## config.mk

```make
export PLATFORM = sky130hd
export DESIGN_NAME = plu_front
export DESIGN_NICKNAME = d
export VERILOG_FILES = /design/src/rtl/core/plu_pkg.sv /design/src/rtl/core/plu_front.sv
export SDC_FILE = /design/constraint.sdc
export NUM_CORES = 1
export LEC_CHECK = 0
export BUFFER_PORTS_ARGS = -buffer_cell sky130_fd_sc_hd__buf_4
export CORE_MARGIN = 2
export CORE_UTILIZATION = 35
export DETAILED_ROUTE_END_ITERATION = 8
export GPL_TIMING_DRIVEN = 0
export PLACE_DENSITY = 0.66
export SETUP_SLACK_MARGIN = 0.2
export SLEW_MARGIN = 10
export SYNTH_ARGS = -nofsm -noshare
export SYNTH_HDL_FRONTEND = slang
export SYNTH_SLANG_ARGS = --single-unit
```

## constraint.sdc

```tcl
create_clock -name clk -period 2 [get_ports clk]
set_clock_uncertainty 0.15 [all_clocks]
set_input_delay 0.1 -clock clk [delete_from_list [all_inputs] [get_ports clk]]
set_output_delay 0.1 -clock clk [all_outputs]
set_load 0.01 [all_outputs]
```

## src/rtl/core/plu_pkg.sv

```systemverilog
// ----------------------------------------------------------------------------
// plu_pkg
// shared types and constants for the partition lexicographic unrank unit
// ----------------------------------------------------------------------------
package plu_pkg;

    localparam int TOTAL_W = 6;
    localparam int RANK_W  = 21;
    localparam int ADDR_W  = 2 * TOTAL_W;
    localparam int STAT_W  = 2;

    localparam logic [TOTAL_W-1:0] MAX_TOTAL = 6'd63;

    localparam logic [STAT_W-1:0] STATUS_OK       = 2'd0;
    localparam logic [STAT_W-1:0] STATUS_BAD_SIZE = 2'd1;
    localparam logic [STAT_W-1:0] STATUS_BAD_RANK = 2'd2;

    typedef struct packed {
        logic [TOTAL_W-1:0] total;
        logic [TOTAL_W-1:0] part_count;
        logic [RANK_W-1:0]  rank;
    } plu_in_t;

    typedef struct packed {
        logic [TOTAL_W-1:0] part_value;
        logic [TOTAL_W-1:0] part_index;
        logic               last_part;
        logic [STAT_W-1:0]  status;
    } plu_out_t;

    typedef struct packed {
        logic [TOTAL_W-1:0] total;
        logic [TOTAL_W-1:0] part_count;
        logic [RANK_W-1:0]  rank;
        logic [STAT_W-1:0]  status;
    } plu_cmd_t;

endpackage

```

## src/rtl/core/plu_front.sv

```systemverilog
// ----------------------------------------------------------------------------
// plu_front
// accepts requests, checks sizes and rank range, queues commands
// ----------------------------------------------------------------------------
module plu_front
(
    input  logic                        clk,
    input  logic                        rst_n,
    input  logic                        start,
    input  plu_pkg::plu_in_t            request,
    output logic                        busy,
    input  logic                        table_ready,
    output logic [plu_pkg::ADDR_W-1:0]  rd_addr,
    input  logic [plu_pkg::RANK_W-1:0]  rd_data,
    output logic                        push,
    output plu_pkg::plu_cmd_t           push_cmd,
    input  logic                        full
);

    localparam logic [1:0] F_IDLE = 2'd0;
    localparam logic [1:0] F_LOOK = 2'd1;
    localparam logic [1:0] F_PUSH = 2'd2;

    logic [1:0]        state_reg, state_next;
    plu_pkg::plu_cmd_t cmd_reg, cmd_next;
    logic              accept, bad_size;

    assign busy    = !table_ready || state_reg != F_IDLE;
    assign accept  = start && !busy;
    assign rd_addr = {request.total, request.part_count};

    assign bad_size = request.part_count == '0
                   || request.part_count > request.total
                   || request.total > plu_pkg::MAX_TOTAL;

    assign push     = state_reg == F_PUSH && !full;
    assign push_cmd = cmd_reg;

    always_comb
    begin
        state_next = state_reg;
        cmd_next   = cmd_reg;
        unique case (state_reg)
            F_IDLE:
            begin
                if (accept)
                begin
                    cmd_next.total      = request.total;
                    cmd_next.part_count = request.part_count;
                    cmd_next.rank       = request.rank;
                    cmd_next.status     = plu_pkg::STATUS_BAD_SIZE;
                    state_next          = bad_size ? F_PUSH : F_LOOK;
                end
            end
            F_LOOK:
            begin
                cmd_next.status = (cmd_reg.rank >= rd_data) ? plu_pkg::STATUS_BAD_RANK
                                                            : plu_pkg::STATUS_OK;
                state_next      = F_PUSH;
            end
            F_PUSH:
            begin
                if (!full)
                begin
                    state_next = F_IDLE;
                end
            end
            default:
            begin
                state_next = F_IDLE;
            end
        endcase
    end

    always_ff @(posedge clk or negedge rst_n)
    begin
        if (!rst_n)
        begin
            state_reg <= F_IDLE;
        end
        else
        begin
            state_reg <= state_next;
        end
    end

    always_ff @(posedge clk)
    begin
        cmd_reg <= cmd_next;
    end

endmodule

```

==> results_dict.tcl, run 1 <==
set metrics [dict create \
    cts.htree.levels 2 \
    reg2reg_slack_ns 0.13 \
    cp_num_cells 6 \
    critical_path.max_fanout 2 \
    syn_inst 154 \
    busiest_layer "met2" \
    tns_ns 0 \
    worst_pin_slew_ns 0.315 \
    final_cell_mix "123 x buf_4, 36 x dlygate4sd3_1, 35 x edfxtp_1" \
    fillers 450 \
    design_area_um2 3390 \
    startpoint_type "flip-flop" \
    grt_pass1_wl_um 7580 \
    r2r_end "push_cmd[1]" \
    hpwl_um 3390 \
    grt_usage 0.159 \
    cp-startpoint "push_cmd[12]" \
    cp_top_family "compound AO/OA/AOI/OAI gates" \
    area_growth_pct 74.0 \
    grt_pass1_vias 1773 \
    dieArea_um2 6180 \
    vdd_drop_max_uv 329 \
    largest_register_ff_count 35 \
    gr-total-overflow 0 \
    outcome "finished clean" \
    mappedNetlistNets 240 \
    use_met2 0.282 \
    use_met3 0.0598 \
    worstSkewPairLatency_ns 0.28 \
    fin_ws_ns 0.132 \
    antenna_cells 0 \
    fin_crit_sh 0.934 \
    cts-buffers-inserted 5 \
    min_period_ns 1.87 \
    reg2reg_depth 6 \
    rr_startpoint "push_cmd[12]" \
    required_ns 1.89 \
    drc 0 \
    final_core_util 0.623 \
    slowest_delay_ns 0.43 \
    worstSetupPathType "flip-flop to flip-flop" \
    rows 27 \
    cts-root-buf "clkbuf_8" \
    layout_commonest_cell "buf_4" \
    cts_tree "yes" \
    path_clk_slew_ns 0.07 \
    firstDrtPassIters 2 \
    gp_congestion 0.696 \
    place_area_um2 2850 \
    maxSlewViolCount 0 \
    drive_above_1_share 0.449 \
    start_util 0.358 \
    ys_seq_area_frac 0.565 \
    port_buffers 107 \
    endpoint_kind "flip-flop" \
    io_pins 108 \
    totalWireLength_um 4670 \
    vias 1680 \
    dr.first_iter.drc_count 22 \
    worstPathCellList "ha_4, a21o_1, a21o_1, a221oi_2, o21ai_1, a21o_1" \
    synth_cell_types 23 \
    use_met1 0.175 \
    critPathBufInv 0 \
    core_area_um2 5440 \
    cpMaxStageDelayCell "edfxtp_1" \
    crit_arrival_ns 1.75 \
    ant_nets 0 \
    die_h_um 78.6 \
    holdPathStages 3 \
    endpoint "push_cmd[1]" \
    vias_per_cell 4.38 \
    finalSetupViolCount 0 \
    fmax_mhz 535 \
    timing.max_cap.violations 0 \
    chipWidth_um 78.6 \
    antenna_found_initial 0 \
    path_common_cell "a21o_1" \
    power_density_nw_per_um2 578 \
    slew_headroom 0.789 \
    synth_area_um2 1950 \
    ys_seq_elements 37 \
    post_drt_wl_per_cell_um 12.2 \
    hp-class "primary input to flip-flop" \
    p_leak_nw 1.68 \
    grt_start_max_net_pins 12 \
    final_hold_viol_count 0 \
    cts_num_sinks 37 \
    syn_area_per_cell_um2 12.7 \
    clockBufferDepth 2 \
    ys_warn_count 0 \
    nets 397 \
    pre_cts_ws_ns -0.0304 \
    grt_setup_unrepaired "true" \
]
==> worst register-to-register path, stage by stage (launching register included) <==
cell	delay, ns
edfxtp_1	0.43
ha_4	0.24
a21o_1	0.15
a21o_1	0.16
a221oi_2	0.22
o21ai_1	0.11
a21o_1	0.17
==> layout make-up <==
cell class,count,area [µm²],share of cell area
Clock buffer,6,72.6,0.0214
Tap cell,72,90.1,0.0266
Inverter,29,113,0.0332
Multi-Input combinational cell,76,672,0.198
Sequential cell,37,1100,0.325
Buffer,12,90.1,0.0266
Timing Repair inverter,1,7.51,0.00221
Timing Repair Buffer,149,1230,0.364
Clock inverter,2,10.0,0.00295
==> routing by layer <==
metal / vias to the layer above / share of wire / wire (µm)
met2: 68 / 0.49 / 2270
li1: 845 / - / -
met1: 761 / 0.40 / 1890
met4: 0 / 0.011 / 53
met3: 6 / 0.098 / 456
met5: - / 0 / 0
==> cell usage after synthesis, drive strengths merged <==
cell type | count | share of area
and4 | 2 | 0.0090
nand2b | 1 | 0.0032
ha | 27 | 0.17
buf | 12 | 0.046
nand3 | 2 | 0.0051
nand2 | 7 | 0.013
dfrtp | 2 | 0.026
o21a | 1 | 0.0039
or4 | 1 | 0.0058
a21oi | 5 | 0.013
a21o | 11 | 0.042
o22ai | 1 | 0.0032
inv | 29 | 0.056
nor3b | 2 | 0.0077
o32ai | 1 | 0.0084
nand4 | 1 | 0.0032
edfxtp | 35 | 0.54
o21ai | 4 | 0.010
nand3b | 1 | 0.0039
nor2 | 6 | 0.012
a221oi | 2 | 0.012
and3 | 1 | 0.0032
==> report_power, final <==
part / switching [mW] / internal [mW] / total, mW
Combinational: 0.217 / 0.307 / 0.524
Sequential: 0.0255 / 0.918 / 0.943
Clock: 0.252 / 0.241 / 0.493
Total: 0.494 / 1.47 / 1.96
==> worst min path at each step <==
stage | startpoint | endpoint | slack, ns
global route | table_ready | state_reg[0] | 0.06
floorplan | rst_n | state_reg[0] | -0.35
CTS | request[26] | state_reg[0] | 0.06
finish | table_ready | state_reg[0] | 0.05
global placement | rst_n | state_reg[0] | -0.27
detailed placement | rst_n | state_reg[0] | -0.27
==> per-stage QoR <==
stage	hold WS [ns]	total power, mW	std cells
6_report	0.0474	1.96	384
5_1_grt	0.0569	2.08	384
4_1_cts	0.0553	1.98	383
3_5_place_dp	-0.266	1.40	333
3_3_place_gp	-0.267	1.39	333
2_1_floorplan	-0.346	1.16	154
==> kinds of logic after synthesis <==
family,after synthesis,synth area share
adders and majority gates,27,0.173
AOI/OAI and AO/OA,25,0.0931
DFF,37,0.565
and+or+nand+nor,24,0.0662
buffers and inverters,41,0.102
==> what timing repair did <==
action,CTS,global route
buffers inserted,5,1
endpoints found under the hold margin,37,0
setup endpoints to repair,35,35
gates resized for setup,1,3
pin swaps,1,3
cloned,1,0
hold buffers,36,0
(Power assumes the default switching activity.)
==> run 2: changes to the inputs <==
CORE_ASPECT_RATIO = 0.5   (was not set)
CORE_MARGIN = 4   (was 2)
==> run 2 against run 1 <==
Compared with the run above: worst hold slack got worse by 0.042 ns; clock power hardly changed; highest routed layer unchanged; largest cell class unchanged; count of clock-buffer cells in the layout unchanged; sequential cell count is the same; critical path type unchanged; register-to-register slack worse by 0.02 ns; non-clock buffer count fell by 5; final area decreased by 1.6%; worst setup slack got worse by 0.015 ns; combinational power fell by 3%; wire length increased by 8.1%; sequential share of layout area rose by 0.52 points.
==> results_dict.tcl, run 2 (same netlist as run 1, synthesis figures left out) <==
set metrics [dict create \
    cts_tree "yes" \
    vias 1695 \
    port_buffers 107 \
    cts.htree.levels 2 \
    startpoint_type "flip-flop" \
    rows 18 \
    grt_usage 0.145 \
    grt_pass1_wl_um 7780 \
    grt_setup_unrepaired "true" \
    endpoint_kind "flip-flop" \
    totalWireLength_um 5040 \
    grt_start_max_net_pins 18 \
    start_util 0.378 \
    io_pins 108 \
    crit_arrival_ns 1.77 \
    gr-total-overflow 0 \
    min_to "state_reg[0]" \
    clockBufferDepth 2 \
    drive_above_1_share 0.443 \
    antenna_found_initial 0 \
    hp-class "primary input to flip-flop" \
    cts-buffers-inserted 5 \
    firstDrtPassIters 4 \
    largest_register_ff_count 35 \
    reg2reg_slack_ns 0.12 \
    path_clk_slew_ns 0.07 \
    place_area_um2 2850 \
    critical_path.max_fanout 2 \
    vias_per_cell 4.50 \
    holdPathStages 3 \
    hp-start "request[25]" \
    die_h_um 60.8 \
    final_hold_viol_count 0 \
    ant_nets 0 \
    rr_startpoint "push_cmd[12]" \
    maxSlewViolCount 0 \
    chipWidth_um 114 \
    multi_input_area_um2 667 \
    post_drt_wl_per_cell_um 13.4 \
    final_cell_mix "119 x buf_4, 35 x edfxtp_1, 34 x dlygate4sd3_1" \
    hpwl_um 3760 \
    slew_headroom 0.740 \
    power_density_nw_per_um2 583 \
    outcome "finished clean" \
    nets 392 \
    r2r_end "push_cmd[1]" \
    vdd_drop_max_uv 287 \
    antenna_cells 0 \
    regArea_um2 1100 \
    fillers 403 \
    core_area_um2 5160 \
    grt_pass1_vias 1721 \
    reg2reg_depth 6 \
    fin_crit_sh 0.941 \
    area_growth_pct 71.2 \
    p_leak_nw 1.66 \
    finalSetupViolCount 0 \
    layout_commonest_cell "buf_4" \
    gp_congestion 0.744 \
    worstSkewPairLatency_ns 0.28 \
    cts-root-buf "clkbuf_8" \
    timing.max_cap.violations 0 \
    worst_pin_slew_ns 0.389 \
    dr.first_iter.drc_count 35 \
    required_ns 1.89 \
    dieArea_um2 6900 \
    fmax_mhz 531 \
    tns_ns 0 \
    min_period_ns 1.88 \
    cts_num_sinks 37 \
    design_area_um2 3340 \
    worstSetupPathType "flip-flop to flip-flop" \
    drc 0 \
]
run 2: how the worst max path moves through the flow:
stage                      start      endpoint  slack (ns)  depth (start not counted)
finish              push_cmd[12]   push_cmd[1]        0.12                          6
global route        push_cmd[12]   push_cmd[1]        0.02                          6
CTS                 push_cmd[12]   push_cmd[1]        0.10                          6
detailed placement  state_reg[0]  push_cmd[34]        0.06                          3
global placement    push_cmd[12]   push_cmd[1]        0.11                          6
floorplan           push_cmd[12]   push_cmd[1]        0.11                          6
run 2: power by group:
group / switching [mW] / internal, mW / total [mW]
Sequential: 0.0261 / 0.918 / 0.944
Combinational: 0.214 / 0.294 / 0.508
Clock: 0.253 / 0.241 / 0.494
run 2: final cells by class:
type,instances,area share
plain buffers,12,0.0270
flip-flops and latches,37,0.330
clock inverters,2,0.00300
clock buffers,6,0.0218
repair buffers,144,0.356
repair inverters,1,0.00225
inverters,29,0.0338
multi-input cells,76,0.200
well taps,70,0.0263
run 2: metal layers:
layer  share of wire  vias to the layer above  global-route usage
met3           0.047                        4              0.0309
met4           0.012                        0              0.0462
li1                -                      837                   -
met5               0                        -                   0
met2            0.57                       45               0.294
met1            0.37                      809               0.156
run 2: critical path, cell delays in order, from the launching register on:
cell and delay (ns):
edfxtp_1 0.40, ha_1 0.30, a21o_1 0.16, a21o_1 0.15
a221oi_2 0.22, o21ai_1 0.10, a21o_1 0.16
run 2: what timing repair did:
item	in CTS	in global routing
resized for setup	1	5
setup endpoints to repair	35	19
buffers inserted	1	1
gates cloned	1	0
pin swaps	1	4
hold buffers	35	0
endpoints found under the hold margin	36	0
run 2: metrics by stage:
stage | worst slack, ns | hold slack [ns] | power [mW] | util | instances
4_1_cts | 0.100 | 0.00106 | 1.96 | 0.639 | 376
3_3_place_gp | 0.111 | -0.268 | 1.38 | 0.552 | 331
2_1_floorplan | 0.115 | -0.346 | 1.16 | - | 154
6_report | 0.117 | 0.00513 | 1.95 | 0.647 | 377
3_5_place_dp | 0.0611 | -0.266 | 1.40 | 0.552 | 331
5_1_grt | 0.0154 | 0.0465 | 2.06 | 0.647 | 377
