$ cat config.mk
export PLATFORM = sky130hd
export DESIGN_NAME = plu_queue
export DESIGN_NICKNAME = d
export VERILOG_FILES = /design/src/rtl/core/plu_pkg.sv /design/src/rtl/core/plu_queue.sv
export SDC_FILE = /design/constraint.sdc
export NUM_CORES = 1
export LEC_CHECK = 0
export BUFFER_PORTS_ARGS = -buffer_cell sky130_fd_sc_hd__buf_2
export CORE_UTILIZATION = 52
export CTS_CLUSTER_DIAMETER = 50
export DETAILED_ROUTE_END_ITERATION = 16
export PLACE_DENSITY = 0.81
export REMOVE_ABC_BUFFERS = 1
export SYNTH_ARGS = -nofsm -noshare
export SYNTH_HDL_FRONTEND = slang
export SYNTH_SLANG_ARGS = --single-unit
export TNS_END_PERCENT = 50
$ cat constraint.sdc
create_clock -name clk -period 2.7 [get_ports clk]
set_input_delay 0.135 -clock clk [delete_from_list [all_inputs] [get_ports clk]]
set_output_delay 0.135 -clock clk [all_outputs]
set_load 0.02 [all_outputs]
$ cat src/rtl/core/plu_pkg.sv
// ----------------------------------------------------------------------------
// plu_pkg
// shared types and constants for the partition lexicographic unrank unit
// ----------------------------------------------------------------------------
package plu_pkg;

    localparam int TOTAL_W = 6;
    localparam int RANK_W  = 21;
    localparam int ADDR_W  = 2 * TOTAL_W;
    localparam int STAT_W  = 2;

    localparam logic [TOTAL_W-1:0] MAX_TOTAL = 6'd63;

    localparam logic [STAT_W-1:0] STATUS_OK       = 2'd0;
    localparam logic [STAT_W-1:0] STATUS_BAD_SIZE = 2'd1;
    localparam logic [STAT_W-1:0] STATUS_BAD_RANK = 2'd2;

    typedef struct packed {
        logic [TOTAL_W-1:0] total;
        logic [TOTAL_W-1:0] part_count;
        logic [RANK_W-1:0]  rank;
    } plu_in_t;

    typedef struct packed {
        logic [TOTAL_W-1:0] part_value;
        logic [TOTAL_W-1:0] part_index;
        logic               last_part;
        logic [STAT_W-1:0]  status;
    } plu_out_t;

    typedef struct packed {
        logic [TOTAL_W-1:0] total;
        logic [TOTAL_W-1:0] part_count;
        logic [RANK_W-1:0]  rank;
        logic [STAT_W-1:0]  status;
    } plu_cmd_t;

endpackage

$ cat src/rtl/core/plu_queue.sv
// ----------------------------------------------------------------------------
// plu_queue
// two-entry command queue between front and back
// ----------------------------------------------------------------------------
module plu_queue
(
    input  logic              clk,
    input  logic              rst_n,
    input  logic              push,
    input  plu_pkg::plu_cmd_t push_cmd,
    output logic              full,
    input  logic              pop,
    output plu_pkg::plu_cmd_t pop_cmd,
    output logic              empty
);

    plu_pkg::plu_cmd_t entry_reg [2];
    logic       wr_ptr_reg, wr_ptr_next;
    logic       rd_ptr_reg, rd_ptr_next;
    logic [1:0] count_reg, count_next;

    assign full    = count_reg == 2'd2;
    assign empty   = count_reg == 2'd0;
    assign pop_cmd = entry_reg[rd_ptr_reg];

    always_comb
    begin
        wr_ptr_next = push ? !wr_ptr_reg : wr_ptr_reg;
        rd_ptr_next = pop  ? !rd_ptr_reg : rd_ptr_reg;
        count_next  = count_reg + {1'b0, push} - {1'b0, pop};
    end

    always_ff @(posedge clk or negedge rst_n)
    begin
        if (!rst_n)
        begin
            wr_ptr_reg <= 1'b0;
            rd_ptr_reg <= 1'b0;
            count_reg  <= 2'd0;
        end
        else
        begin
            wr_ptr_reg <= wr_ptr_next;
            rd_ptr_reg <= rd_ptr_next;
            count_reg  <= count_next;
        end
    end

    always_ff @(posedge clk)
    begin
        if (push)
        begin
            entry_reg[wr_ptr_reg] <= push_cmd;
        end
    end

    a_no_push_full: assert property (@(posedge clk) disable iff (!rst_n) push |-> !full)
        else $error("push into full queue");
    a_no_pop_empty: assert property (@(posedge clk) disable iff (!rst_n) pop |-> !empty)
        else $error("pop from empty queue");
    a_count_range: assert property (@(posedge clk) disable iff (!rst_n) count_reg != 2'd3)
        else $error("queue count out of range");

endmodule

==> results summary, run 1 <==
The run finished with clean final reports. The via density per instance came out at 4.83. The number of global-route vias before repair is 1665. Clock tree synthesis selected as its root buffer the cell sky130_fd_sc_hd__clkbuf_8. The worst setup path is captured at an output pin. Buffers inserted during clock tree synthesis total 9.

The worst setup path is of the flop to output pin kind. The per-cell routed wire length is 15.7 um. The quantity of I/O buffers inserted on ports is 75. The final net count is 286.

The clock latency at the later pin of the worst-skew pair is 0.33 ns. The maximum clock path buffer count came out at 2. Summed over all nets, the half-perimeter wirelength after detailed placement is 2990 um.

TritonCTS built the clock tree. The final critical path takes up 75.0% of the cycle. The number of antenna violations at the first check in global routing came to 0. The die boundary width came out at 76.3 um. The maximum fanout count along the critical path came out at 30.

The number of standard-cell rows in the floorplan came out at 26. The mapped netlist covers 2870 um^2. The final count of pins violating max slew came out at 0. The areal power density over the cells came out at 965 nW/um^2. CTS saw 74 sinks. The total negative setup slack is 0 ns. The analysis attributes to cell leakage a power of 1.56 nW. Setup repair after global routing left no endpoint under its margin. After synthesis the netlist holds a flip-flop and latch count of 74. The first global-routing pass estimated 7680 um of wire. The post-layout instance count excluding filler cells is 320. IR analysis of the VDD net gives a maximum drop of 0.667 mV. The iteration-0 DRC count of the detailed router came out at 56. The fraction of layout instances using a drive strength above 1 is 50.0%. The congestion estimate from routability-driven global placement came to 0.652. The arrival time of data at the critical path endpoint came out at 1.89 ns. For the pin with the worst max-slew slack, the measured transition is 0.846 ns. The number of gates resized after CTS was 0. The synthesis-to-finish area growth came out at 32.5%. The highest achievable clock rate is 494 MHz. The number of flip-flops in the largest register came out at 70. The H-tree generated during clock tree synthesis spans 3 levels. Once the floorplan was initialized, standard cells occupied 55.2% of the core. The floorplan step defined a die boundary enclosing 5830 um^2. Setup violations remaining at the end of the flow were counted as 0. The number of antenna diodes in the final layout is 0. The routed layout has 1544 vias.

The worst hold path belongs to the class input port to flop. The clock slew seen by the registers of the worst setup and hold paths came out at 0.07 ns. The first detailed-routing pass ran for 4 iterations.

The aggregate global routing overflow came out at 0. The number of instances in the placed design is 268. The pin count of the biggest net entering global routing came out at 36. The sequential-to-total area share from yosys stat came out at 76.7%. Max-cap violations in this run came to 0. Between clock sinks in the finished design, the worst skew comes to 0.00368 ns. The count of endpoints failing hold in the final timing report is 0. The global router's overall resource usage is 18.2%. The relative max-transition margin is 43.6%. The wire length reported by the detailed router came out at 5040 um. Synthesis handed over a netlist of 124 instances. The area of the core is 5200 um^2. The routed design could run at a clock period as short as 2.03 ns. For this run, the number of Yosys warnings is 0.

The number of placed I/O pins came out at 76. STA classifies the critical path startpoint as a flop. At the worst endpoint, the required time is 2.57 ns. The mean instance size in the synthesized netlist is 23.2 um^2.

The floorplan die height is 76.3 um. The post-route antenna net violation count came out at 0. For this run, design rule violations remaining after detail routing come to 0.

Counting distinct cell types in the post-synthesis netlist gives 13.
synthesized netlist by cell type, drive strengths merged:
cell    count  area, um^2
buf         4        71.3
inv         2        7.51
mux2       35         503
dfrtp       4         100
nor2        1        3.75
ha          2        25.0
nor2b       2        12.5
xor3        1        23.8
xor2        2        17.5
and2        1        6.26
edfxtp     70        2100
final cells by class:
class | instances | area (um^2)
Tap cell | 70 | 87.6
Timing Repair Buffer | 114 | 758
Fill cell | 320 | 1400
Sequential cell | 74 | 2200
Multi-Input combinational cell | 44 | 601
Clock buffer | 16 | 150
Inverter | 2 | 7.51
through the flow:
| stage | utilization [%] | power (W) | worst slack, ns | hold WS [ns] | instance area, um^2 |
|---|---|---|---|---|---|
| 2_1_floorplan | - | 0.00260 | 0.295 | -0.161 | 2800 |
| 3_3_place_gp | 63.3 | 0.00294 | 1.06 | -0.0510 | 3300 |
| 3_5_place_dp | 63.3 | 0.00298 | 1.03 | -0.0462 | 3300 |
| 4_1_cts | 73.1 | 0.00371 | 0.658 | 0.00831 | 3810 |
| 5_1_grt | 73.1 | 0.00384 | 0.591 | 0.00490 | 3810 |
| 6_report | 73.1 | 0.00367 | 0.674 | 0.0345 | 3810 |
cells by family (layout without fill, tap and decap cells):
family / count (synthesis) / count (layout) / synth area share [%]
flip-flops: 74 / 74 / 76.7
multiplexers: 35 / 35 / 17.5
buffers and inverters: 6 / 132 / 2.74
AND/OR/NAND/NOR: 4 / 4 / 0.784
XOR/XNOR: 3 / 3 / 1.44
adder cells (fa/ha/maj): 2 / 2 / 0.871
repair_timing:
item / in CTS / in global routing
buffers inserted: 0 / 0
hold endpoints to repair: 73 / 0
hold buffers: 36 / 0
cells in the final DEF (no fill, tap or decap):
| master | count |
|---|---|
| sky130_fd_sc_hd__and2_2 | 1 |
| sky130_fd_sc_hd__buf_2 | 75 |
| sky130_fd_sc_hd__buf_4 | 3 |
| sky130_fd_sc_hd__clkbuf_1 | 7 |
| sky130_fd_sc_hd__clkbuf_8 | 9 |
| sky130_fd_sc_hd__dfrtp_1 | 3 |
| sky130_fd_sc_hd__dfrtp_2 | 1 |
| sky130_fd_sc_hd__dlygate4sd3_1 | 36 |
| sky130_fd_sc_hd__edfxtp_1 | 70 |
| sky130_fd_sc_hd__ha_1 | 2 |
| sky130_fd_sc_hd__inv_1 | 2 |
| sky130_fd_sc_hd__mux2_2 | 6 |
| sky130_fd_sc_hd__mux2_4 | 29 |
| sky130_fd_sc_hd__nor2_1 | 1 |
| sky130_fd_sc_hd__nor2b_1 | 1 |
| sky130_fd_sc_hd__nor2b_4 | 1 |
| sky130_fd_sc_hd__xor2_1 | 2 |
| sky130_fd_sc_hd__xor3_1 | 1 |
layer usage:
layer  global-route usage [%]  share of wire (%)  up-vias
met5                        0                  0        -
li1                         -                  -      725
met1                     20.2                 42      759
met3                     5.15                5.0        0
met4                     8.08                  0        0
met2                     32.3                 53       60
worst paths after layout:
check                                       start  cells past startpoint  slack, ns                          to
hold / removal                       push_cmd[33]                      1       0.03  entry_reg[1][33]$_DFFE_PP_
hold reg to reg            wr_ptr_reg$_DFFE_PN0P_                      1       0.57      wr_ptr_reg$_DFFE_PN0P_
setup / recovery           rd_ptr_reg$_DFFE_PN0P_                      3       0.67                 pop_cmd[34]
min in group asynchronous                   rst_n                      2       0.18      count_reg[0]$_DFF_PN0_
setup reg to reg           wr_ptr_reg$_DFFE_PN0P_                      1       1.15  entry_reg[1][12]$_DFFE_PP_
max in group asynchronous                   rst_n                      2       2.39      rd_ptr_reg$_DFFE_PN0P_
worst max-delay path, cell delays in order (launching register included):
cell and delay, ns:
sky130_fd_sc_hd__dfrtp_2 0.49, sky130_fd_sc_hd__buf_4 0.50, sky130_fd_sc_hd__mux2_2 0.40, sky130_fd_sc_hd__buf_2 0.16
power by group:
part	total [W]	switching, W	internal [W]
sequential	0.00163	0.0000974	0.00153
clock	0.000683	0.000346	0.000337
combinational	0.00136	0.000729	0.000633
total	0.00367	0.00117	0.00250
Note: power is estimated with default switching activity, not from simulation.
==> run 2: changes to the inputs <==
Settings changed: CORE_UTILIZATION 52 to 47, PLACE_DENSITY 0.81 to 0.77.
Clock period 2.7 ns to 1.6 ns, I/O delays scaled along.
==> results summary, run 2 (synthesis results as in run 1) <==
By startpoint and endpoint, the worst setup path is classified as flop to output pin. The wire length reported by the detailed router is 4770 um. The minimum clock period is 1.52 ns. CTS placed an instance of sky130_fd_sc_hd__clkbuf_8 at the clock tree root.

The aggregate global routing overflow is 0. The synthesis-to-finish area growth is 37.9%. The post-route antenna net violation count is 0. For the pin with the worst max-slew slack, the measured transition is 0.336 ns. The run finished with clean final reports. The number of flip-flops in the largest register is 70.

Row generation in the floorplan step produced 28 rows. After routing the design area is 3960 um^2. The library cell used most frequently in the layout, excluding fill and tap cells, is sky130_fd_sc_hd__buf_2. Summed over all cells, the static leakage comes to 1.64 nW.

Power comes to 0.00680 W. The die area is 6430 um^2. Global routing used 15.8% of the available tracks across all layers. The total DRC errors in the routed layout came out at 0.

The detailed-router iteration count before antenna repair came out at 4. The number of vias after detailed routing came out at 1544. The total number of H-tree levels came out at 3.

The quantity of I/O buffers inserted on ports came out at 75. The relative max-transition margin came out at 77.6%. In this run the horizontal extent of the chip is 80.2 um. The maximum fanout count along the critical path came out at 16. The final period utilization came out at 95.2%. The share of the core filled with cells is 66.9%. Dividing the detail-routed via count by the number of cells gives 4.69. The clock latency at the later pin of the worst-skew pair came out at 0.32 ns.

Entering global routing, the biggest net connects 25 pins. The first routing iteration left 76 violations. The maximum clock skew at final layout came out at 0.00583 ns.

The number of global-route vias before repair came to 1558. The area of the core came out at 5920 um^2. The number of buffers added by the clock tree synthesis step is 9.

The TritonCTS clock tree is built. Setup repair after global routing left no endpoint under its margin. The top cell types in the final layout, fill and taps aside, are sky130_fd_sc_hd__buf_2, sky130_fd_sc_hd__edfxtp_1, sky130_fd_sc_hd__dlygate4sd3_1, sky130_fd_sc_hd__mux2_4, sky130_fd_sc_hd__clkbuf_8. The number of antenna violations at the first check in global routing came out at 0.

The total negative setup slack came out at 0 ns. The first global-routing pass estimated 7240 um of wire. Once placement finished, the instance area stood at 3340 um^2. The areal power density over the cells came out at 1720 nW/um^2.

The required time reported for the critical path endpoint is 1.52 ns. The endpoint class of the critical path is an output pin. The final net count came out at 291. The die is 80.2 um tall.

In the final layout, the share of cells above drive strength 1 is 52.8%. In the final routed layout, each cell accounts on average for 14.5 um. In this run the worst hold path is classified as input port to asynchronous set/reset pin. The maximum resistive drop on vdd came out at 1.21 mV.

Pin placement for this block handled 76 I/O pins. The worst-case hold slack is 0.0868 ns. The initial cell density of the core is 48.5%. The final count of negative-setup-slack endpoints is 0. STA classifies the critical path startpoint as a flop. In this run the deepest clock path goes through 2 buffers. The clock slew seen by the registers of the worst setup and hold paths came out at 0.07 ns. The number of clock sinks seen by CTS came out at 74. The max-capacitance violation count came out at 0. The number of post-CTS setup repair buffers came out at 0.

The highest achievable clock rate came out at 657 MHz. The final RePlAce weighted congestion is 0.651. The final HPWL from detailed placement came out at 2990 um. The arrival time of data at the critical path endpoint came out at 1.44 ns. The count of endpoints failing hold in the final timing report came to 0. The final count of pins violating max slew is 0. 0 antenna diodes ended up in the layout.
## run 2: layout make-up
cell class / count / area [um^2]
flip-flops and latches: 74 / 2200
fillers: 398 / 1960
repair buffers: 119 / 817
multi-input cells: 44 / 601
clock buffers: 9 / 124
clock inverters: 6 / 115
well taps: 75 / 93.8
inverters: 2 / 7.51
## run 2: power by group
| part | switching (W) | internal [W] | total (W) |
|---|---|---|---|
| registers | 0.000127 | 0.00258 | 0.00271 |
| clock network | 0.000656 | 0.00104 | 0.00169 |
| logic | 0.00126 | 0.00114 | 0.00240 |
## run 2: what timing repair did
item / CTS / global route
hold buffers: 38 / 0
resized for setup: 1 / 0
hold endpoints to repair: 76 / 0
setup endpoints to repair: 15 / 0
## run 2: worst max-delay path, stage by stage, from the launching register on
cell and delay [ns]:
sky130_fd_sc_hd__dfrtp_2 0.39, sky130_fd_sc_hd__buf_6 0.24, sky130_fd_sc_hd__mux2_4 0.32, sky130_fd_sc_hd__buf_2 0.16
## run 2: layer usage
metal | vias to the layer above | GRT usage, % | share of wire, %
li1 | 731 | - | -
met1 | 761 | 17.6 | 40
met2 | 47 | 28.5 | 54
met3 | 5 | 2.84 | 4.1
met4 | 0 | 8.93 | 1.4
met5 | - | 0 | 0
## run 2: final timing paths
check	startpoint	to	slack, ns	depth (start not counted)
setup / recovery	rd_ptr_reg$_DFFE_PN0P_	pop_cmd[7]	0.08	3
hold / removal	rst_n	count_reg[1]$_DFF_PN0_	0.09	2
setup reg to reg	count_reg[0]$_DFF_PN0_	count_reg[1]$_DFF_PN0_	0.24	5
hold reg to reg	wr_ptr_reg$_DFFE_PN0P_	wr_ptr_reg$_DFFE_PN0P_	0.56	1
max in group asynchronous	rst_n	rd_ptr_reg$_DFFE_PN0P_	1.38	2
min in group clk	push_cmd[6]	entry_reg[0][6]$_DFFE_PP_	0.48	2
## run 2: metrics by stage
stage	std cells	setup slack (ns)
floorplan	120	-0.805
global placement	276	0.272
detailed placement	276	0.231
CTS	329	0.0544
global route	329	0.0200
finish	329	0.0773
==> run 3: changes to the inputs <==
Settings changed: ABC_AREA from default to 1.
==> results summary, run 3 <==
The commonest non-fill, non-tap cell in the layout is sky130_fd_sc_hd__buf_2. The die boundary width came out at 81.2 um. The simple logic cell fraction of the synthesized area came out at 5.77%. The average instance in the mapped netlist occupies 14.2 um^2. The combinational family with the most area after synthesis is compound AO/OA/AOI/OAI gates.

The XOR/XNOR share of the synthesized area came out at 0.594%. The internal power came out at 0.00437 W. The analysis attributes to net switching a power of 0.00246 W. The synthesized instance count is 208. In this run the static leakage power is 1.75 nW. The wire length reported by the detailed router came out at 5080 um. Of the total power, combinational logic draws 38.3%. The type of the worst setup path is flop to output pin. The area of the core is 5990 um^2. The worst setup path is launched from a flop. The sequential-to-total area share from yosys stat is 74.6%. Data on the critical path arrives at its endpoint at 1.35 ns. The highest achievable clock rate is 699 MHz. The clock slew seen by the registers of the worst setup and hold paths came out at 0.07 ns. The TritonCTS clock tree is built.

The per-cell routed wire length came out at 12.4 um. The pin count of the biggest net entering global routing is 39. The final antenna diode count is 0. The iteration-0 DRC count of the detailed router came out at 47.

The max-capacitance violation count came out at 0. For this run, the leading register cell type out of synthesis is sky130_fd_sc_hd__edfxtp_1. The area share of the leading cell type in the synthesized netlist is 71.2%. The maximum resistive drop on vdd is 1.27 mV.

The number of clock sinks seen by CTS came out at 74. The synthesized netlist devotes 9.63% of its cell area to compound gates. The aggregate global routing overflow is 0. Cells with a size suffix above 1 make up 37.6% of the layout.

Sorting the synthesized cells by area gives the leading types as sky130_fd_sc_hd__edfxtp_1, sky130_fd_sc_hd__o21ai_2, sky130_fd_sc_hd__inv_1. The first global-routing pass estimated 7540 um of wire. The number of instances in the placed design is 356. sky130_fd_sc_hd__edfxtp_1 takes more of the synthesized area than any other cell. The floorplan die height came out at 81.2 um. The final count of negative-setup-slack endpoints came out at 0. The total DRC errors in the routed layout came out at 0. The final count of pins violating max slew is 0.

The detailed-router iteration count before antenna repair came out at 4. The min-delay analysis places its worst path in the category input port to asynchronous set/reset pin. The worst-case hold slack came out at 0.0859 ns. The areal power density over the cells is 1700 nW/um^2. The clock tree root driver cell is sky130_fd_sc_hd__clkbuf_8. The share of total power in the clock network is 22.1%.

The final HPWL from detailed placement came out at 2990 um. After Yosys synthesis, full adders, half adders and majority gates account for 0.848% of the synthesized area. The number of buffers added by the clock tree synthesis step is 9.

The filler cells instantiated in the layout total 445. The initial cell density of the core came out at 49.2%. The minimum clock period came out at 1.43 ns. The flip-flop and latch area is 2200 um^2. The count of unique library cells instantiated by Yosys is 12. In the final layout, the multi-input gates occupy 504 um^2. The die area is 6600 um^2. The post-layout instance count excluding filler cells came out at 410. The final period utilization came out at 89.4%.

The fraction of power consumed by sequential logic came out at 39.7%. The congestion estimate from routability-driven global placement came to 0.607. The overall power of the completed layout is 0.00683 W. The count of endpoints failing hold in the final timing report was 0.

The maximum clock skew at final layout is 0.00801 ns. Net switching is 36.0% of the power. The number of enable-type register cells in the synthesized netlist came out at 70.

Setup repair after global routing left no endpoint under its margin. The number of placed I/O pins came out at 76. The number of global-route vias before repair is 1759. The relative max-transition margin is 82.0%. The synthesized flop and latch total is 74.

The most common cell in the synthesized netlist is sky130_fd_sc_hd__edfxtp_1. The total number of H-tree levels came out at 3. Leaving out fill and tap cells, the most frequent cells in the layout are sky130_fd_sc_hd__buf_2, sky130_fd_sc_hd__edfxtp_1, sky130_fd_sc_hd__inv_1, sky130_fd_sc_hd__nand2_1, sky130_fd_sc_hd__dlygate4sd3_1. The global router's overall resource usage is 16.1%. The maximum fanout count along the critical path is 38.

The post-route antenna net violation count is 0. The run finished with clean final reports. Ranked by instance count, the synthesized netlist is headed by sky130_fd_sc_hd__edfxtp_1, sky130_fd_sc_hd__inv_1, sky130_fd_sc_hd__nand2_1.

The via density per instance came out at 4.53. The register with the most flip-flops in the layout has 70 of them. The required time reported for the critical path endpoint came out at 1.52 ns. In the synthesized netlist, mux cells make up 0% of the area. The number of standard-cell rows in the floorplan came out at 28.

The combined area of all synthesized cells is 2950 um^2. The number of gates resized after cts came out at 0. Detailed routing inserted a total of 1856 vias. The pin slew with the least headroom to its limit is 0.270 ns. The share of async-settable or async-resettable flops after synthesis is 5.41%. The warning count from the yosys run is 0. The clock latency at the later pin of the worst-skew pair came out at 0.33 ns. The final net count came out at 371.

The count of buffers added on input and output ports is 75. The worst setup path is captured at an output pin. Before CTS, the worst setup slack after placement is 0.438 ns. The total negative setup slack is 0 ns.

The number of antenna violations at the first check in global routing is 0. Across all setup checks in the final design, the least slack found is 0.170 ns. The area growth from synthesis to layout is 35.8%.

The maximum clock path buffer count came out at 2.
-- run 3: per-layer routing --
| layer | wire, um | part of all wire [%] | up-vias | global-route usage [%] |
|---|---|---|---|---|
| met5 | 0 | 0 | - | 0 |
| met1 | 2120 | 42 | 860 | 17.0 |
| met2 | 2670 | 53 | 46 | 29.2 |
| li1 | - | - | 941 | - |
| met4 | 74 | 1.5 | 0 | 6.25 |
| met3 | 219 | 4.3 | 9 | 5.62 |
-- run 3: logic make-up (layout without fill, tap and decap cells) --
logic type | Yosys count | count (layout)
xor+xnor | 2 | 2
flops | 74 | 74
buf+inv | 50 | 177
simple gates | 45 | 45
fa+ha+maj | 2 | 2
compound gates | 35 | 35
-- run 3: final timing paths --
path	start	end	slack (ns)	depth (start not counted)
worst min register to register	wr_ptr_reg$_DFFE_PN0P_	wr_ptr_reg$_DFFE_PN0P_	0.56	1
worst min-delay path	rst_n	count_reg[0]$_DFF_PN0_	0.09	2
worst max register to register	wr_ptr_reg$_DFFE_PN0P_	entry_reg[0][7]$_DFFE_PP_	0.43	2
worst max-delay path	rd_ptr_reg$_DFFE_PN0P_	pop_cmd[2]	0.17	3
max in group asynchronous	rst_n	rd_ptr_reg$_DFFE_PN0P_	1.37	2
min in group clk	push_cmd[10]	entry_reg[0][10]$_DFFE_PP_	0.47	2
-- run 3: area by class of cell --
| cell class | count | share of cell area, % |
|---|---|---|
| flip-flops and latches | 74 | 55.0 |
| inverters | 42 | 3.94 |
| clock inverters | 6 | 2.03 |
| clock buffers | 10 | 3.19 |
| repair buffers | 119 | 20.9 |
| well taps | 75 | 2.34 |
| multi-input cells | 84 | 12.6 |
-- run 3: what timing repair did --
action                                  CTS  global route
setup buffers                             0             0
endpoints found under the hold margin    76             0
endpoints found under the setup margin    0             0
hold buffers                             38             0
-- run 3: critical path: stages, from the launching register on --
cell	delay, ns
sky130_fd_sc_hd__dfrtp_2	0.44
sky130_fd_sc_hd__buf_12	0.18
sky130_fd_sc_hd__o21ai_1	0.19
sky130_fd_sc_hd__buf_2	0.19
-- run 3: power by group through the flow --
stage | combinational, W | clock [W] | sequential (W)
3_3_place_gp | 0.00250 | 0 | 0.00273
2_1_floorplan | 0.00144 | 0 | 0.00296
4_1_cts | 0.00264 | 0.00153 | 0.00271
3_5_place_dp | 0.00255 | 0 | 0.00275
5_1_grt | 0.00286 | 0.00162 | 0.00274
6_report | 0.00261 | 0.00151 | 0.00271
-- run 3: metrics by stage --
step | utilization (%) | area [um^2]
after floorplan | - | 2860
after global placement | 57.0 | 3420
after detailed placement | 57.0 | 3420
after CTS | 66.9 | 4010
after global routing | 66.9 | 4010
final | 66.9 | 4010
