`config.mk`:
```
export PLATFORM = sky130hd
export DESIGN_NAME = plu_back
export DESIGN_NICKNAME = d
export VERILOG_FILES = /design/src/rtl/core/plu_pkg.sv /design/src/rtl/core/plu_back.sv
export SDC_FILE = /design/constraint.sdc
export NUM_CORES = 1
export LEC_CHECK = 0
export BUFFER_PORTS_ARGS = -buffer_cell sky130_fd_sc_hd__buf_2
export CAP_MARGIN = 30
export CORE_ASPECT_RATIO = 0.75
export CORE_UTILIZATION = 43
export DETAILED_ROUTE_END_ITERATION = 7
export HOLD_SLACK_MARGIN = 0.03
export PLACE_DENSITY = 0.55
export SETUP_SLACK_MARGIN = 0.15
export SYNTH_ARGS = -nofsm -noshare
export SYNTH_HDL_FRONTEND = slang
export SYNTH_SLANG_ARGS = --single-unit
```
`constraint.sdc`:
```
create_clock -name clk -period 8.1 [get_ports clk]
set_input_delay 0.81 -clock clk [delete_from_list [all_inputs] [get_ports clk]]
set_output_delay 0.81 -clock clk [all_outputs]
set_load 0.005 [all_outputs]
```
`src/rtl/core/plu_pkg.sv`:
```
// ----------------------------------------------------------------------------
// plu_pkg
// shared types and constants for the partition lexicographic unrank unit
// ----------------------------------------------------------------------------
package plu_pkg;

    localparam int TOTAL_W = 6;
    localparam int RANK_W  = 21;
    localparam int ADDR_W  = 2 * TOTAL_W;
    localparam int STAT_W  = 2;

    localparam logic [TOTAL_W-1:0] MAX_TOTAL = 6'd63;

    localparam logic [STAT_W-1:0] STATUS_OK       = 2'd0;
    localparam logic [STAT_W-1:0] STATUS_BAD_SIZE = 2'd1;
    localparam logic [STAT_W-1:0] STATUS_BAD_RANK = 2'd2;

    typedef struct packed {
        logic [TOTAL_W-1:0] total;
        logic [TOTAL_W-1:0] part_count;
        logic [RANK_W-1:0]  rank;
    } plu_in_t;

    typedef struct packed {
        logic [TOTAL_W-1:0] part_value;
        logic [TOTAL_W-1:0] part_index;
        logic               last_part;
        logic [STAT_W-1:0]  status;
    } plu_out_t;

    typedef struct packed {
        logic [TOTAL_W-1:0] total;
        logic [TOTAL_W-1:0] part_count;
        logic [RANK_W-1:0]  rank;
        logic [STAT_W-1:0]  status;
    } plu_cmd_t;

endpackage

```
`src/rtl/core/plu_back.sv`:
```
// ----------------------------------------------------------------------------
// plu_back
// walks the count table to build the partition and streams the parts, or one error result
// ----------------------------------------------------------------------------
module plu_back
(
    input  logic                        clk,
    input  logic                        rst_n,
    input  logic                        empty,
    input  plu_pkg::plu_cmd_t           pop_cmd,
    output logic                        pop,
    output logic [plu_pkg::ADDR_W-1:0]  rd_addr,
    input  logic [plu_pkg::RANK_W-1:0]  rd_data,
    output logic                        result_strobe,
    output plu_pkg::plu_out_t           result
);

    localparam logic [2:0] B_IDLE = 3'd0;
    localparam logic [2:0] B_STEP = 3'd1;
    localparam logic [2:0] B_CMP  = 3'd2;
    localparam logic [2:0] B_EMIT = 3'd3;
    localparam logic [2:0] B_ERR  = 3'd4;

    localparam int DEPTH = 2 ** plu_pkg::TOTAL_W;

    logic [plu_pkg::TOTAL_W-1:0] part_mem [DEPTH];

    logic [2:0]                  state_reg, state_next;
    logic [plu_pkg::TOTAL_W-1:0] m_reg, m_next;
    logic [plu_pkg::TOTAL_W-1:0] n_reg, n_next;
    logic [plu_pkg::RANK_W-1:0]  r_reg, r_next;
    logic [plu_pkg::TOTAL_W-1:0] base_reg, base_next;
    logic [plu_pkg::TOTAL_W-1:0] parts_reg, parts_next;
    logic [plu_pkg::TOTAL_W-1:0] k_reg, k_next;
    logic [plu_pkg::STAT_W-1:0]  err_reg, err_next;
    logic                        ev_reg, ev_next;
    logic [plu_pkg::TOTAL_W-1:0] idx_reg, idx_next;
    logic                        last_reg, last_next;
    logic [plu_pkg::STAT_W-1:0]  st_reg, st_next;
    logic [plu_pkg::TOTAL_W-1:0] buf_q;
    logic                        buf_we, emit_last;

    assign rd_addr   = {m_reg - 1'b1, n_reg - 1'b1};
    assign pop       = state_reg == B_IDLE && !empty;
    assign buf_we    = state_reg == B_CMP && r_reg < rd_data;
    assign emit_last = k_reg == parts_reg - 1'b1;

    always_comb
    begin
        state_next = state_reg;
        m_next     = m_reg;
        n_next     = n_reg;
        r_next     = r_reg;
        base_next  = base_reg;
        parts_next = parts_reg;
        k_next     = k_reg;
        err_next   = err_reg;
        ev_next    = 1'b0;
        idx_next   = idx_reg;
        last_next  = last_reg;
        st_next    = st_reg;
        unique case (state_reg)
            B_IDLE:
            begin
                if (!empty)
                begin
                    m_next     = pop_cmd.total;
                    n_next     = pop_cmd.part_count;
                    r_next     = pop_cmd.rank;
                    parts_next = pop_cmd.part_count;
                    base_next  = '0;
                    k_next     = '0;
                    err_next   = pop_cmd.status;
                    state_next = (pop_cmd.status == plu_pkg::STATUS_OK) ? B_STEP : B_ERR;
                end
            end
            B_STEP:
            begin
                state_next = B_CMP;
            end
            B_CMP:
            begin
                if (r_reg < rd_data)
                begin
                    m_next = m_reg - 1'b1;
                    n_next = n_reg - 1'b1;
                end
                else
                begin
                    base_next = base_reg + 1'b1;
                    r_next    = r_reg - rd_data;
                    m_next    = m_reg - n_reg;
                end
                state_next = (m_next == '0) ? B_EMIT : B_STEP;
            end
            B_EMIT:
            begin
                ev_next   = 1'b1;
                idx_next  = k_reg;
                last_next = emit_last;
                st_next   = plu_pkg::STATUS_OK;
                k_next    = k_reg + 1'b1;
                if (emit_last)
                begin
                    state_next = B_IDLE;
                end
            end
            B_ERR:
            begin
                ev_next    = 1'b1;
                idx_next   = '0;
                last_next  = 1'b1;
                st_next    = err_reg;
                state_next = B_IDLE;
            end
            default:
            begin
                state_next = B_IDLE;
            end
        endcase
    end

    always_ff @(posedge clk or negedge rst_n)
    begin
        if (!rst_n)
        begin
            state_reg <= B_IDLE;
            ev_reg    <= 1'b0;
        end
        else
        begin
            state_reg <= state_next;
            ev_reg    <= ev_next;
        end
    end

    always_ff @(posedge clk)
    begin
        m_reg     <= m_next;
        n_reg     <= n_next;
        r_reg     <= r_next;
        base_reg  <= base_next;
        parts_reg <= parts_next;
        k_reg     <= k_next;
        err_reg   <= err_next;
        idx_reg   <= idx_next;
        last_reg  <= last_next;
        st_reg    <= st_next;
    end

    // a part closes with every group step taken so far plus its own step
    always_ff @(posedge clk)
    begin
        if (buf_we)
        begin
            part_mem[n_reg - 1'b1] <= base_reg + 1'b1;
        end
        buf_q <= part_mem[k_reg];
    end

    assign result_strobe     = ev_reg;
    assign result.part_value = (st_reg == plu_pkg::STATUS_OK) ? buf_q : '0;
    assign result.part_index = idx_reg;
    assign result.last_part  = last_reg;
    assign result.status     = st_reg;

    a_walk_open: assert property (@(posedge clk) disable iff (!rst_n)
        state_reg == B_CMP |-> m_reg != '0 && n_reg != '0 && n_reg <= m_reg)
        else $error("walk step with no open part");
    a_err_single: assert property (@(posedge clk) disable iff (!rst_n)
        result_strobe && result.status != plu_pkg::STATUS_OK |-> result.last_part)
        else $error("error result without last mark");
    a_emit_range: assert property (@(posedge clk) disable iff (!rst_n)
        state_reg == B_EMIT |-> k_reg < parts_reg)
        else $error("part index past part count");

endmodule

```
==> out/metrics.sh, run 1 <==
CPPEAKSTAGEDELAY_NS=0.73
SYNTH_ASYNC_SR_FLOP_SHARE_PCT=0.877
DRTPASS1ITERATIONS=5
FINAL_CYCLE_SHARE_PCT=47.5
CRITICAL_PATH_ARRIVAL_NS=4.04
POST_CTS_RESIZE_COUNT=0
YS_TYPES=60
FF_LATCH_AREA_UM2=13600
TOTAL_COUNT_OF_MAX_TRANSITION_VIOLATIONS_IN_THE_FINAL_REPORT=0
FIRST_GLOBAL_VIAS=10300
DRT_FIRST_ITER_VIOLATIONS=1019
FINALCOREUTILIZATION_PCT=49.5
SYNTH-SEQ-CELLS=456
DIE_W_UM=248
SETUP_VIOL_COUNT_FINAL=0
DP_HPWL_UM=29300
CLOCK_SLEW_AT_THE_REGISTER_CLOCK_PINS_OF_THE_WORST_SETUP_AND_HOLD_PATHS_NS=0.06
MOST-COMMON-LAYOUT-CELLS='sky130_fd_sc_hd__edfxtp_1, sky130_fd_sc_hd__mux4_2, sky130_fd_sc_hd__nor2_1'
AREA_GROWTH_PCT=13.5
GRT_START_MAX_NET_PINS=66
RELSLEWSLACK_PCT=40.4
FINALHOLDVIOLCOUNT=0
POSTSYNTHCELLCOUNT=1111
WORST_PATH_MAX_DELAY_CELL='sky130_fd_sc_hd__nor2_1'
GRT_SETUP_UNREPAIRED='false'
TOTAL_SWITCHING_POWER_W=0.00120
SLEW_AT_THE_PIN_WITH_THE_WORST_MAX_SLEW_SLACK_NS=0.892
P_LEAK_nW=7.40
GRT_ANTENNA_BEFORE_REPAIR=0
FINAL.SETUP_SKEW_NS=0.0207
NUMPORTBUFFERS=87
SYNTH_FF_TYPE='sky130_fd_sc_hd__edfxtp_1'
LAUNCH_INSTANCE_OF_THE_WORST_MIN_DELAY_PATH='pop_cmd[1]'
TIMING.HOLD.WORST.CLASS='input pin to flop'
CLK-INSERTION-DELAY-LATE_NS=0.56
FP.DIEH_UM=186
PATH_MAX_FANOUT=16
LARGEST_REGISTER_FF_COUNT=384
TIME_THE_WORST_PATH_NEEDS_WITH_I_O_DELAYS_AND_SETUP_NS=3.85
PEAK_SUPPLY_DROP_mV=0.158
INITIAL_UTILIZATION_PCT=43.6
START_KIND='flop'
DRIVE_ABOVE_1_SHARE_PCT=25.0
POST_SYNTH.CELL_AREA_AVG_UM2=17.5
SYNTH.NET_COUNT=1203
CPLARGESTDELAYFAMILY='simple AND/OR/NAND/NOR gates'
PLACEMENT_ROWS=67
GLOBALPLACE.CONGESTION=0.830
P_CLK_SHARE_PCT=39.5
AVGROUTEDWIREPERCELL_UM=25.1
DIE_AREA_UM2=46100
VIAS_PER_CELL=5.62
REGTOREGSTARTPOINT='r_reg[1]'
CTS_MADE_BUFFERS=45
VIA_COUNT=10300
END_KIND='flop'
PWR_DENSITY_CELL_nW_PER_UM2=236
WORST_ENDPOINT_REQUIRED_TIME_NS=8.29
MULTI_INPUT_AREA_UM2=5480
TIMING.CRITICAL_PATH.FROM='r_reg[1]'
POWER_REPORT.INTERNAL_TOTAL_W=0.00402
CTSHTREEMAXLEVEL=2
LOGIC_GATE_SHARE_OF_TOTAL_POWER_PCT=9.3
TOTALWIRELENGTH_UM=45900
RUN_STATUS='completed'
PATH_CELLS='ha_1, nor2b_4, o31a_1, o21a_1, a32oi_4, o21a_4, nand3_1, nor2_1'
NUM-NETS-FINAL=1305
CORE_AREA_UM2=44600
MAXCLOCKFREQUENCY_MHz=260
FINAL.FILL_COUNT=3688
CTS_TREE='yes'
PWR-SHARE-SEQ_PCT=51.2
NUMBER_OF_ENABLE_TYPE_REGISTER_CELLS_IN_THE_SYNTHESIZED_NETLIST=446
GRT_USE_TOTAL_PCT=20.4
DESIGN.PORTCOUNT=88
N_ANTENNA_CELL=0
SETUP_TNS_NS=0
TIMING.SETUP.CRITICAL_PATH_CLASS='flop to flop'
MAX_CAP_VIOLATIONS=0
POST_CTS_HOLD_FIX_BUFS=1
ANTENNA_VIOLATING_NETS_POST_ROUTE=0
SYNTH.CELL_AREA_UM2=19400
TRITONCTS_NUM_SINKS=456
CTS_ROOT_BUFFER='sky130_fd_sc_hd__clkbuf_16'
FINAL_COMMON_CELL='sky130_fd_sc_hd__edfxtp_1'
CTS_POST_SETUP_BUFFERS_INSERTED=0
SW_FRAC_OF_TOTAL_PCT=22.9
SYNTH_SEQ_AREA_SHARE_PCT=70.0
SYNTHESIS.YOSYS.WARNINGS=0
GRT_PASS1_WL_UM=67900
CRITPATHBUFINV=0
CTS.PATH.MAX_BUFFERS=3
ROUTE.DETAILED.DRC=0
GLOBAL_ROUTE.OVERFLOW_TOTAL=0
metal layers:
metal	track usage [%]	routed length, um
met1	31.5	21700
met2	29.6	20200
met3	4.42	3260
met4	4.34	741
met5	0	0
logic make-up (layout without fill, tap and decap cells):
group,after synthesis,count (layout),share of synthesized area [%]
buf+inv,93,226,2.20
fa+ha+maj,33,33,2.20
mux,125,125,14.2
xor+xnor,44,44,1.98
flops,456,456,70.0
simple gates,250,250,5.69
compound gates,110,110,3.75
final timing paths:
path	depth (start not counted)	slack, ns	to
min in group asynchronous	2	0.58	state_reg[2]
min	1	0.45	err_reg[1]
min reg2reg	1	0.56	st_reg[1]
max	8	4.25	part_mem[50][4]
max reg2reg	8	4.25	part_mem[50][4]
max in group asynchronous	2	7.40	state_reg[0]
cell usage after synthesis, types with 2 or more instances:
master	number	area, um2
sky130_fd_sc_hd__nor4_1	2	12.5
sky130_fd_sc_hd__xor2_1	17	149
sky130_fd_sc_hd__clkbuf_1	29	109
sky130_fd_sc_hd__buf_2	17	85.1
sky130_fd_sc_hd__a21boi_0	3	22.5
sky130_fd_sc_hd__mux2i_1	3	30.0
sky130_fd_sc_hd__nand4_1	3	18.8
sky130_fd_sc_hd__or2_2	2	12.5
sky130_fd_sc_hd__fa_1	2	40.0
sky130_fd_sc_hd__o21a_1	6	45.0
sky130_fd_sc_hd__o31ai_1	3	22.5
sky130_fd_sc_hd__a22oi_1	12	90.1
sky130_fd_sc_hd__nand2b_1	3	18.8
sky130_fd_sc_hd__nor2_1	106	398
sky130_fd_sc_hd__dfxtp_1	6	120
sky130_fd_sc_hd__edfxtp_1	446	13400
sky130_fd_sc_hd__o21ai_0	38	190
sky130_fd_sc_hd__nor2b_1	5	31.3
sky130_fd_sc_hd__nand3_1	20	100
sky130_fd_sc_hd__mux2_2	2	22.5
sky130_fd_sc_hd__mux4_2	120	2700
sky130_fd_sc_hd__a21o_1	9	67.6
sky130_fd_sc_hd__o31a_1	2	17.5
sky130_fd_sc_hd__nor3b_1	2	15.0
sky130_fd_sc_hd__dfrtp_1	4	100
sky130_fd_sc_hd__a21oi_1	22	110
sky130_fd_sc_hd__and2_1	19	119
sky130_fd_sc_hd__nor3_1	7	35.0
sky130_fd_sc_hd__inv_1	41	154
sky130_fd_sc_hd__ha_1	31	388
sky130_fd_sc_hd__and3_1	4	25.0
sky130_fd_sc_hd__nand2_1	71	267
sky130_fd_sc_hd__xnor2_1	27	236
through the flow:
stage                     total power [W]  hold WS [ns]  cell area, um2  instances  setup WS (ns)
after floorplan                   0.00304         0.514           19400       1111           3.56
after global placement            0.00321         0.538           20500       1746           3.62
after detailed placement          0.00321         0.554           20600       1749           3.57
after CTS                         0.00527         0.424           22000       1828           4.12
after global routing              0.00539         0.442           22100       1830           4.06
final                             0.00522         0.455           22100       1830           4.25
cell type report:
| type | count | share of cell area (%) |
|---|---|---|
| clock buffer | 55 | 5.27 |
| multi-input combinational | 562 | 24.8 |
| timing repair buffer | 107 | 3.06 |
| sequential | 456 | 61.7 |
| tap | 586 | 3.32 |
| inverter | 41 | 0.703 |
| clock inverter | 23 | 1.16 |
worst reg2reg max path, cell delays in order, from the launching register on:
cell,delay [ns]
sky130_fd_sc_hd__edfxtp_1,0.41
sky130_fd_sc_hd__ha_1,0.29
sky130_fd_sc_hd__nor2b_4,0.13
sky130_fd_sc_hd__o31a_1,0.30
sky130_fd_sc_hd__o21a_1,0.27
sky130_fd_sc_hd__a32oi_4,0.35
sky130_fd_sc_hd__o21a_4,0.33
sky130_fd_sc_hd__nand3_1,0.69
sky130_fd_sc_hd__nor2_1,0.74
power groups by stage:
stage | Clock (W) | Combinational [W] | Sequential (W)
after floorplan | 0 | 0.000319 | 0.00272
after global placement | 0 | 0.000487 | 0.00272
after detailed placement | 0 | 0.000488 | 0.00272
after CTS | 0.00210 | 0.000491 | 0.00267
after global routing | 0.00218 | 0.000528 | 0.00267
final | 0.00206 | 0.000486 | 0.00267
Power figures use the tool's default switching activity.
==> run 2: changes to the inputs <==
ABC_AREA = 1   (was not set)
PLACE_DENSITY = 0.57   (was 0.55)
clock period = 3.2 ns   (was 8.1 ns; I/O delays follow)
==> out/metrics.sh, run 2 <==
NUMBER_OF_ENABLE_TYPE_REGISTER_CELLS_IN_THE_SYNTHESIZED_NETLIST=446  # unchanged
LARGEST_FAMILY_OF_LOGIC_CELLS_BY_SYNTHESIZED_AREA='simple AND/OR/NAND/NOR gates'
CRITICAL_PATH_ARRIVAL_NS=3.02  # -1.02 ns
FP.DIEH_UM=189  # +1.6%
DIE_W_UM=252  # +1.6%
POSTSYNTHCELLCOUNT=1750  # +58%
SYNTH_TOP_AREA_SHARE_PCT=66.7  # -2.2 points
AVGROUTEDWIREPERCELL_UM=21.0  # -16%
GRT_PASS1_WL_UM=81600  # +20%
WHS_PATH_DEPTH=3  # +2
R2R.WORST_PATH.CELLS=10  # +2
FINAL_DESIGN_AREA_NO_FILL_UM2=22900  # +3.9%
VIAS_PER_CELL=5.44  # -3.2%
FINAL_CYCLE_SHARE_PCT=88.9  # +41 points
PLACE.DETAILED.INSTANCES=2449  # +40%
POST_SYNTH_MUX_AREA_SHARE_PCT=0  # -14 points
DIE_AREA_UM2=47600  # +3.2%
LAUNCH_INSTANCE_OF_THE_WORST_MIN_DELAY_PATH='pop_cmd[5]'
PLACEMENT_ROWS=68  # +1.5%
FINALHOLDVIOLCOUNT=0  # unchanged
TIME_THE_WORST_PATH_NEEDS_WITH_I_O_DELAYS_AND_SETUP_NS=2.84  # -1.00 ns
GLOBALPLACE.CONGESTION=0.898  # +8.2%
YS_TOP_CELLS_BY_AREA='sky130_fd_sc_hd__edfxtp_1, sky130_fd_sc_hd__nor2_1, sky130_fd_sc_hd__o21ai_0'
FIRST_GLOBAL_VIAS=13400  # +30%
PEAK_SUPPLY_DROP_mV=0.749  # +380%
ROUTE.DETAILED.DRC=0  # unchanged
END_KIND='flop'
N_ANTENNA_CELL=0  # unchanged
PWR_DENSITY_CELL_nW_PER_UM2=814  # +240%
SETUP_TNS_NS=0  # unchanged
WORST_ENDPOINT_REQUIRED_TIME_NS=3.38  # -4.91 ns
CTS_TREE='yes'
GRT_ANTENNA_BEFORE_REPAIR=0  # unchanged
DESIGN.PORTCOUNT=88  # unchanged
CRITPATHMOSTFREQUENTCELL='sky130_fd_sc_hd__nand2_1'
TOTAL_COUNT_OF_MAX_TRANSITION_VIOLATIONS_IN_THE_FINAL_REPORT=0  # unchanged
TIMING.SETUP.CRITICAL_PATH_CLASS='flop to flop'
TOTALWIRELENGTH_UM=53200  # +16%
CTS_MADE_BUFFERS=44  # -2.2%
START_KIND='flop'
PATH_CELLS='ha_1, nand2_1, inv_1, nand2_1, nand3_1, nand2_2, nand4_4, nor2_8, nand2_4, nor2_1'
INSTANCES_NO_FILL=2533  # +38%
WORSTREG2REGEND='part_mem[1][0]'
FINAL_COMMON_CELL='sky130_fd_sc_hd__edfxtp_1'
VIA_COUNT=13800  # +34%
CRITPATHBUFINV=1  # +1
RUN_STATUS='completed'
NUM-NETS-FINAL=1967  # +51%
SYNTH-XOR-AREA-SHARE_PCT=1.43  # -0.55 points
SYNTHSIMPLEGATEAREAFRAC_PCT=13.8  # +8.1 points
AREA_GROWTH_PCT=14.2
SYNTH.NET_COUNT=1842  # +53%
ANTENNA_VIOLATING_NETS_POST_ROUTE=0  # unchanged
DPL_CELL_AREA_UM2=21600  # +4.6%
MOST-COMMON-LAYOUT-CELLS='sky130_fd_sc_hd__edfxtp_1, sky130_fd_sc_hd__nor2_1, sky130_fd_sc_hd__o21ai_0'
GRT_START_MAX_NET_PINS=101  # +53%
CORE_AREA_UM2=46000  # +3.2%
SYNTH-COMPOUND-AREA-SHARE_PCT=10.9  # +7.2 points
TRITONCTS_NUM_SINKS=456  # unchanged
CPLARGESTDELAYFAMILY='simple AND/OR/NAND/NOR gates'
DRIVE_ABOVE_1_SHARE_PCT=13.5  # -12 points
P_LEAK_nW=8.23  # +11%
MAX_CAP_VIOLATIONS=0  # unchanged
POST_SYNTH.CELL_AREA_AVG_UM2=11.5  # -34%
DRT_FIRST_ITER_VIOLATIONS=1416  # +39%
SYNTHMOSTINSTANTIATEDCELL='sky130_fd_sc_hd__edfxtp_1'
SYNTHESIS.YOSYS.WARNINGS=0  # unchanged
CTS_ROOT_BUFFER='sky130_fd_sc_hd__clkbuf_16'
CPPEAKSTAGEDELAY_NS=0.48  # -0.25 ns
WORST_PATH_MAX_DELAY_CELL='sky130_fd_sc_hd__nor2_1'
DP_HPWL_UM=34300  # +17%
PATH_MAX_FANOUT=8  # -8
SYNTH_FF_TYPE='sky130_fd_sc_hd__edfxtp_1'
SLEW_AT_THE_PIN_WITH_THE_WORST_MAX_SLEW_SLACK_NS=0.848  # -0.0444 ns
CTSHTREEMAXLEVEL=2  # unchanged
FINALCOREUTILIZATION_PCT=49.8  # +0.34 points
REGISTER_TO_REGISTER_SETUP_SLACK_NS=0.36  # -3.90 ns
GLOBAL_ROUTE.OVERFLOW_TOTAL=0  # unchanged
RELSLEWSLACK_PCT=43.5  # +3.1 points
SYNTH_SEQ_AREA_SHARE_PCT=67.8  # -2.2 points
CLOCK_SLEW_AT_THE_REGISTER_CLOCK_PINS_OF_THE_WORST_SETUP_AND_HOLD_PATHS_NS=0.06  # about the same
SETUP_VIOL_COUNT_FINAL=0  # unchanged
SYNTH.CELL_AREA_UM2=20100  # +3.3%
SYNTH_ASYNC_SR_FLOP_SHARE_PCT=0.877  # unchanged
POST_SYNTH_ADDER_CELL_AREA_PCT=2.13  # -0.070 points
HOLD_END='r_reg[3]'
TIMING.HOLD.WORST.CLASS='input pin to flop'
SYNTH_AREA_LEADER_CELL='sky130_fd_sc_hd__edfxtp_1'
SYNTH-SEQ-CELLS=456  # unchanged
SYNTHTOPCELLSBYCOUNT='sky130_fd_sc_hd__edfxtp_1, sky130_fd_sc_hd__nor2_1, sky130_fd_sc_hd__o21ai_0'
CTS_POST_SETUP_BUFFERS_INSERTED=0  # unchanged
FINAL.SETUP_SKEW_NS=0.0109  # -0.00976 ns
LARGEST_REGISTER_FF_COUNT=384  # unchanged
NUMPORTBUFFERS=87  # unchanged
GRT_USE_TOTAL_PCT=22.6  # +2.2 points
INITIAL_UTILIZATION_PCT=43.6  # about the same
MAXCLOCKFREQUENCY_MHz=352  # +35%
YS_TYPES=44  # -27%
GRT_SETUP_UNREPAIRED='false'
REGTOREGSTARTPOINT='r_reg[3]'
CTS.PATH.MAX_BUFFERS=3  # unchanged
DRTPASS1ITERATIONS=5  # unchanged
CLK-INSERTION-DELAY-LATE_NS=0.55  # about the same
[run 2: changes by cell type after synthesis, sizes merged, moves of 12 or more]
cell    before  now
nor2       106  336
o21ai       40  229
nand2       71  198
mux4       120    0
inv         41  105
o22ai        0   57
nand3       20   69
o221ai       0   38
nand4        3   32
clkbuf      30   55
and2        19    0
a22oi       12    0
buf         20   32
[run 2: power by group]
group | switching (W) | total (W) | internal, W
clock network | 0.00213 | 0.00477 | 0.00264
logic | 0.00424 | 0.00589 | 0.00165
registers | 0.000227 | 0.00802 | 0.00779
total | 0.00659 | 0.0187 | 0.0121
[run 2: layer usage]
metal / vias to the layer above / wire length, um / GRT usage (%)
met5: - / 0 / 0
met4: 0 / 797 / 4.55
met3: 59 / 4160 / 4.41
met2: 476 / 23300 / 33.6
met1: 6717 / 25000 / 34.3
li1: 6540 / - / -
[run 2: stage by stage]
| step | total power (W) | hold slack (ns) | worst slack [ns] |
|---|---|---|---|
| final | 0.0187 | 0.0559 | 0.356 |
| after global routing | 0.0196 | 0.0556 | 0.158 |
| after CTS | 0.0187 | 0.0341 | 0.335 |
| after detailed placement | 0.0140 | 0.136 | 0.276 |
| after global placement | 0.0139 | 0.128 | 0.355 |
| after floorplan | 0.0117 | 0.0244 | 0.438 |
[run 2: what timing repair did]
item / in CTS / in global routing
endpoints found under the setup margin: 0 / 36
hold buffers: 10 / 0
endpoints found under the hold margin: 13 / 0
resized for setup: 0 / 6
[run 2: worst reg2reg max path, stage by stage (launching register included)]
cell and delay, ns:
sky130_fd_sc_hd__edfxtp_1 0.38, sky130_fd_sc_hd__ha_1 0.36, sky130_fd_sc_hd__nand2_1 0.15, sky130_fd_sc_hd__inv_1 0.05, sky130_fd_sc_hd__nand2_1 0.06, sky130_fd_sc_hd__nand3_1 0.18
sky130_fd_sc_hd__nand2_2 0.22, sky130_fd_sc_hd__nand4_4 0.21, sky130_fd_sc_hd__nor2_8 0.22, sky130_fd_sc_hd__nand2_4 0.18, sky130_fd_sc_hd__nor2_1 0.48
[run 2: worst max-delay path by stage]
stage                      from              end  cells after the start  slack, ns
floorplan           base_reg[0]   part_mem[0][2]                      4       0.44
global placement    rd_data[16]  part_mem[38][4]                     12       0.36
detailed placement  rd_data[11]  part_mem[50][2]                     12       0.28
CTS                   r_reg[11]  part_mem[58][3]                     10       0.33
global route          r_reg[11]  part_mem[48][3]                     10       0.16
finish                 r_reg[3]   part_mem[1][0]                     10       0.36
[run 2: cells by family (layout without fill, tap and decap cells)]
| group | Yosys count | count (layout) |
|---|---|---|
| adder cells (fa/ha/maj) | 33 | 33 |
| flip-flops | 456 | 456 |
| buffers and inverters | 193 | 346 |
| XOR/XNOR | 31 | 31 |
| AO/OA/AOI/OAI | 382 | 382 |
| AND/OR/NAND/NOR | 655 | 655 |
[run 2: layout make-up]
type / instances / area, um2
inverter: 106 / 400
clock inverter: 15 / 88.8
timing repair buffer: 166 / 1140
clock buffer: 59 / 1180
fill: 4121 / 23100
sequential: 456 / 13600
multi-input combinational: 1101 / 5720
tap: 630 / 788
